File: src/pdo_pkg.sv
`timescale 1ns / 1ps
`default_nettype none

package pdo_pkg;

  // Store geometry
  localparam int unsigned DEPTH  = 4096;
  localparam int unsigned ADDR_W = $clog2(DEPTH);
  localparam int unsigned FILL_W = ADDR_W + 1;

  // Field widths
  localparam int unsigned SAMPLE_W = 32;
  localparam int unsigned COEF_W   = 18;
  localparam int unsigned TAPS_W   = 13;
  localparam int unsigned FRAC_W   = 16;
  localparam int unsigned MUL_A_W  = SAMPLE_W + 1;
  localparam int unsigned PROD_W   = MUL_A_W + COEF_W;
  localparam int unsigned SHR_W    = PROD_W - FRAC_W;
  localparam int unsigned SUM_W    = SHR_W + 1;

  // Configuration register indexes
  localparam int unsigned CFG_ADDR_W = 3;
  localparam logic [CFG_ADDR_W-1:0] CFG_LPF_FB    = 3'd0;
  localparam logic [CFG_ADDR_W-1:0] CFG_LPF_IN    = 3'd1;
  localparam logic [CFG_ADDR_W-1:0] CFG_COMB_GAIN = 3'd2;
  localparam logic [CFG_ADDR_W-1:0] CFG_TAPS      = 3'd3;
  localparam logic [CFG_ADDR_W-1:0] CFG_RING_LAST = 3'd4;

  // Request to the shared multiplier
  typedef struct packed {
    logic               en;
    logic [MUL_A_W-1:0] a;
    logic [COEF_W-1:0]  b;
  } mul_req_t;

  // Saturate a widened sum to a signed sample
  function automatic logic [SAMPLE_W-1:0] sat_sample(input logic [SUM_W-1:0] v);
    logic [SAMPLE_W-1:0] res;
    if ((&v[SUM_W-1:SAMPLE_W-1]) || !(|v[SUM_W-1:SAMPLE_W-1])) begin
      res = v[SAMPLE_W-1:0];
    end else if (v[SUM_W-1]) begin
      res = {1'b1, {(SAMPLE_W-1){1'b0}}};
    end else begin
      res = {1'b0, {(SAMPLE_W-1){1'b1}}};
    end
    return res;
  endfunction

endpackage

`default_nettype wire

File: src/pdo_mul.sv
`timescale 1ns / 1ps
`default_nettype none

module pdo_mul import pdo_pkg::*; (
  input  wire logic                 clk_i,
  input  wire mul_req_t             req_i,
  output logic       [PROD_W-1:0]   prod_o
);

  logic [PROD_W-1:0] prod_q;
  logic [PROD_W-1:0] prod_d;

  // Signed sample-by-coefficient product, full width
  assign prod_d = PROD_W'($signed(req_i.a) * $signed(req_i.b));

  always_ff @(posedge clk_i) begin
    if (req_i.en) begin
      prod_q <= prod_d;
    end
  end

  assign prod_o = prod_q;

endmodule

`default_nettype wire

File: config.mk
export PLATFORM = sky130hd
export DESIGN_NAME = pdo_mul
export DESIGN_NICKNAME = d
export VERILOG_FILES = /design/src/pdo_pkg.sv /design/src/pdo_mul.sv
export SDC_FILE = /design/constraint.sdc
export NUM_CORES = 2
export LEC_CHECK = 0
export ABC_AREA = 1
export BUFFER_PORTS_ARGS = -buffer_cell sky130_fd_sc_hd__buf_2
export CORE_UTILIZATION = 45
export DETAILED_ROUTE_END_ITERATION = 8
export PLACE_DENSITY = 0.59
export SLEW_MARGIN = 40
export SYNTH_ARGS = -nofsm -noshare
export SYNTH_HDL_FRONTEND = slang
export SYNTH_SLANG_ARGS = --single-unit
File: constraint.sdc
create_clock -name clk_i -period 7.5 [get_ports clk_i]
set_input_delay 0.75 -clock clk_i [delete_from_list [all_inputs] [get_ports clk_i]]
set_output_delay 0.75 -clock clk_i [all_outputs]
set_load 0.02 [all_outputs]
### After elaboration in Yosys (flattened, before gate mapping)

Index checks and enable logic that the tools add are counted.

| storage, ports and cells | value |
|---|---|
| register bits | 51 |
| input bits | 53 |
| output and inout port bits | 51 |
| logic and storage cells | 2 |

| cells by class | value |
|---|---|
| $mul | 1 |

Operators by type and width:

| operator | number |
|---|---|
| multiplier 33 x 18 -> 51 bit | 1 |

### Logic depth before layout (Yosys ltp)

| depth | value |
|---|---|
| depth in word-level cells | 1 |
| gate-level depth with buffers | 30 |
| mapped depth without buffers | 28 |

### Worst setup path before layout

OpenSTA, ideal clock, no wires.

| path | value |
|---|---|
| path kind | input to register |
| start point | in req_i[50] (netlist name) |
| end point | reg prod_q[48] (netlist: prod_o[48]) (data pin) |
| setup time | 253 ps |
| data arrival time | 5,853 ps |
| required time | 7,247 ps |
| path slack | 1,394 ps |
| stages on the path | 22 |
| path buffers | 2 |
| cells stage by stage | clkbuf_1 clkbuf_1 nand2_1 inv_1 fa_1 fa_1 ha_1 inv_1 fa_1 inv_1 fa_1 inv_1 fa_1 inv_1 ha_1 nand2_1 nor2_1 inv_1 nor3_2 nand3b_1 nand4_1 nand2_1 |

| between the ends | value |
|---|---|
| longest elaborated chain between the ends | 1 |

RTL lines:

| element | line | source |
|---|---|---|
| start: declaration | pdo_mul.sv:6 | `input wire mul_req_t req_i,` |
| multiplier 33 x 18 -> 51 bit | pdo_mul.sv:14 | `assign prod_d = PROD_W'($signed(req_i.a) * $signed(req_i.b));` |
| via prod_d[48] | pdo_mul.sv:11 | `logic [PROD_W-1:0] prod_d;` |
| end signal: assignment | pdo_mul.sv:18 | `prod_q <= prod_d;` |
| end: declaration | pdo_mul.sv:10 | `logic [PROD_W-1:0] prod_q;` |

The timed path passes the listed nets, and every way through them passes these cells.
A chain may end at the register's enable or synchronous reset.

### Final worst setup path

| path | value |
|---|---|
| start point | in req_i[3] (netlist name) |
| end point | reg prod_q[40] (netlist: prod_o[40]) (data pin) |

Same word-level chain as after synthesis.

==> results.json <==
{
  "placement.io_buffers": 103,
  "h_tree_levels": 2,
  "synthDistinctLibCells": 28,
  "die_width_um": 232,
  "dr.pass1.iters": 5,
  "synth_area_um2": 23800,
  "worst_slew_margin_rel_pct": 42.4,
  "timing_worst_slew_pin_value_ns": 0.864,
  "run_status": "finished clean",
  "final.period_utilization_pct": 89.0,
  "critical-path-slowest-cell": "buf_2",
  "cts_resized": 0,
  "floorplan.initialDensity_pct": 46.0,
  "drc": 0,
  "synthFlopType": "edfxtp_1",
  "cts_bufs_inserted": 5,
  "critical_path.max_fanout": 33,
  "avgSynthCellArea_um2": 7.68,
  "std_cell_rows": 83,
  "grt.overflow.total": 0,
  "post_drt_wl_per_cell_um": 17.4,
  "cts_sinks": 51,
  "worstPathCellList": "buf_2 -> nand2_1 -> inv_1 -> fa_1 -> inv_1 -> fa_1 -> fa_1 -> inv_1 -> fa_1 -> fa_1 -> inv_1 -> fa_1 -> inv_1 -> ha_1 -> nand2_1 -> nor2_1 -> nand2_1 -> nor2_1 -> nand3_1 -> nand4_1 -> nand2_1",
  "postSynthCellCount": 3102,
  "holdCritPathClass": "input port to flip-flop",
  "flow.area_growth_from_synthesis_pct": 4.96,
  "first_pass_grt_wire_length_um": 108000,
  "initialDrtViolationCount": 991,
  "finalSetupViolations": 0,
  "grt_use_total_pct": 25.9,
  "critical_path_required_time_ns": 7.55,
  "mean_number_of_vias_per_cell": 4.88,
  "synth_nets": 3847,
  "coreArea_um2": 51800,
  "route.final.wire_length_um": 65600,
  "timing.setup.critical_path_class": "input port to flip-flop",
  "cts.root.buffer_cell": "clkbuf_16",
  "postCtsSetupRepairBufs": 0,
  "die_height_um": 232,
  "cp.buffers_inverters": 6,
  "layout_cells_sized_above_1_pct": 5.72,
  "cp_top_family": "adder cells",
  "clk_pin_slew_ns": 0.07,
  "rsz_0062_raised_after_global_routing": "no",
  "number_of_flip_flops_under_the_largest_register_name": 51,
  "cts_tree": "yes",
  "max_freq_mhz": 150,
  "critical_path_max_stage_delay_ns": 0.63,
  "final_max_slew_viol_count": 0,
  "critical_path.most_common_cell": "fa_1",
  "vias_in_the_first_global_route": 20200,
  "grt_antenna_before_repair": 0,
  "final-hold-violation-count": 0,
  "final_area_um2": 25000,
  "synth-warning-count": 0,
  "worst_ep_arrival_time_ns": 6.72,
  "worstSetupEndpointType": "flip-flop",
  "drtAntennaViolNets": 0,
  "antenna_cells": 0,
  "cts_max_path_buffers": 2,
  "timing.hold.ws_ns": 1.14,
  "synth_edf_count": 51,
  "critical_path.startpoint_type": "input port",
  "synth-seq-area-share_pct": 6.43,
  "routabilityCongestion": 0.902,
  "final.fill_count": 5189,
  "maximum_number_of_pins_on_one_net_before_global_route_repair": 52,
  "drv_cap": 0,
  "synthArstFlopShare_pct": 0,
  "placed_cell_area_um2": 24800,
  "cts_hold_buffers": 0,
  "ys_seq_elements": 51,
  "vias": 18400,
  "top_level_i_o_count": 104,
  "timing.final.crit_period_ns": 6.67,
  "final_net_count": 3839,
  "tns_ns": 0,
  "design.die.area_um2": 53900,
  "hpwl_um": 55400
}
==> cell usage after synthesis, types with 6 or more instances <==
cell type  number  share of area, %
nand3_1        40              0.84
ha_1          123               6.5
nand4_1        17              0.45
nor3_2          6              0.25
xnor2_1        11              0.40
a21oi_1        43              0.90
inv_1        1008                16
nor2_2         12              0.32
o21bai_1        7              0.22
clkbuf_1      125               2.0
o21ai_0         9              0.19
nand2_2        13              0.34
edfxtp_1       51               6.4
xor2_1         16              0.59
nand2_1       916                14
nor2_1         94               1.5
buf_1          12              0.19
fa_1          569                48
==> metal layers <==
layer  global-route usage (%)  vias to the layer above  share of wire [%]
li1                         -                     8492                  -
met4                     7.03                        0                3.1
met2                     49.0                      441                 53
met5                        0                        -                  0
met3                     1.36                      129                3.1
met1                     31.8                     9351                 41
==> through the flow <==
step,cells,utilization [%],worst slack (ns)
after floorplan,3102,-,1.39
after global placement,3767,47.9,0.525
after detailed placement,3767,47.9,0.552
after CTS,3774,48.3,0.844
after global routing,3774,48.3,0.491
final,3774,48.3,0.826
==> final cells by class <==
| cell class | instances | area [um^2] | share of cell area (%) |
|---|---|---|---|
| well taps | 680 | 851 | 3.40 |
| multi-input cells | 1899 | 18000 | 71.9 |
| clock buffers | 5 | 125 | 0.500 |
| flip-flops and latches | 51 | 1530 | 6.12 |
| inverters | 1015 | 3810 | 15.2 |
| clock inverters | 2 | 37.5 | 0.150 |
| repair buffers | 122 | 683 | 2.73 |
==> path summary, 6_finish.rpt <==
check	startpoint	endpoint	slack [ns]	cells after the start
worst max-delay path	req_i[3]	prod_o[40]	0.83	21
worst min-delay path	req_i[51]	prod_o[16]	1.14	2
==> logic make-up after synthesis <==
group	share of synthesized area, %
flip-flops	6.43
buffers and inverters	18.1
XOR/XNOR	0.992
AO/OA/AOI/OAI	1.40
adder cells (fa/ha/maj)	54.3
AND/OR/NAND/NOR	18.8
==> cells in the final DEF (no fill, tap or decap) <==
master and n:
a21o_1 1, a21oi_1 43, buf_12 2, buf_2 103
buf_4 17, bufinv_16 1, clkbuf_16 5, clkinv_1 3
clkinvlp_4 1, edfxtp_1 51, fa_1 569, ha_1 123
inv_1 1008, inv_2 4, nand2_1 916, nand2_2 13
nand3_1 40, nand3_2 4, nand3b_1 3, nand4_1 17
nor2_1 94, nor2_2 12, nor2_4 3, nor3_1 5
nor3_2 6, o211ai_2 1, o21ai_0 9, o21bai_1 7
or2_1 1, or2_2 5, xnor2_1 11, xor2_1 16
Power is not shown: default switching activity piles up to over one toggle a cycle in this logic, so the estimate is an artifact.
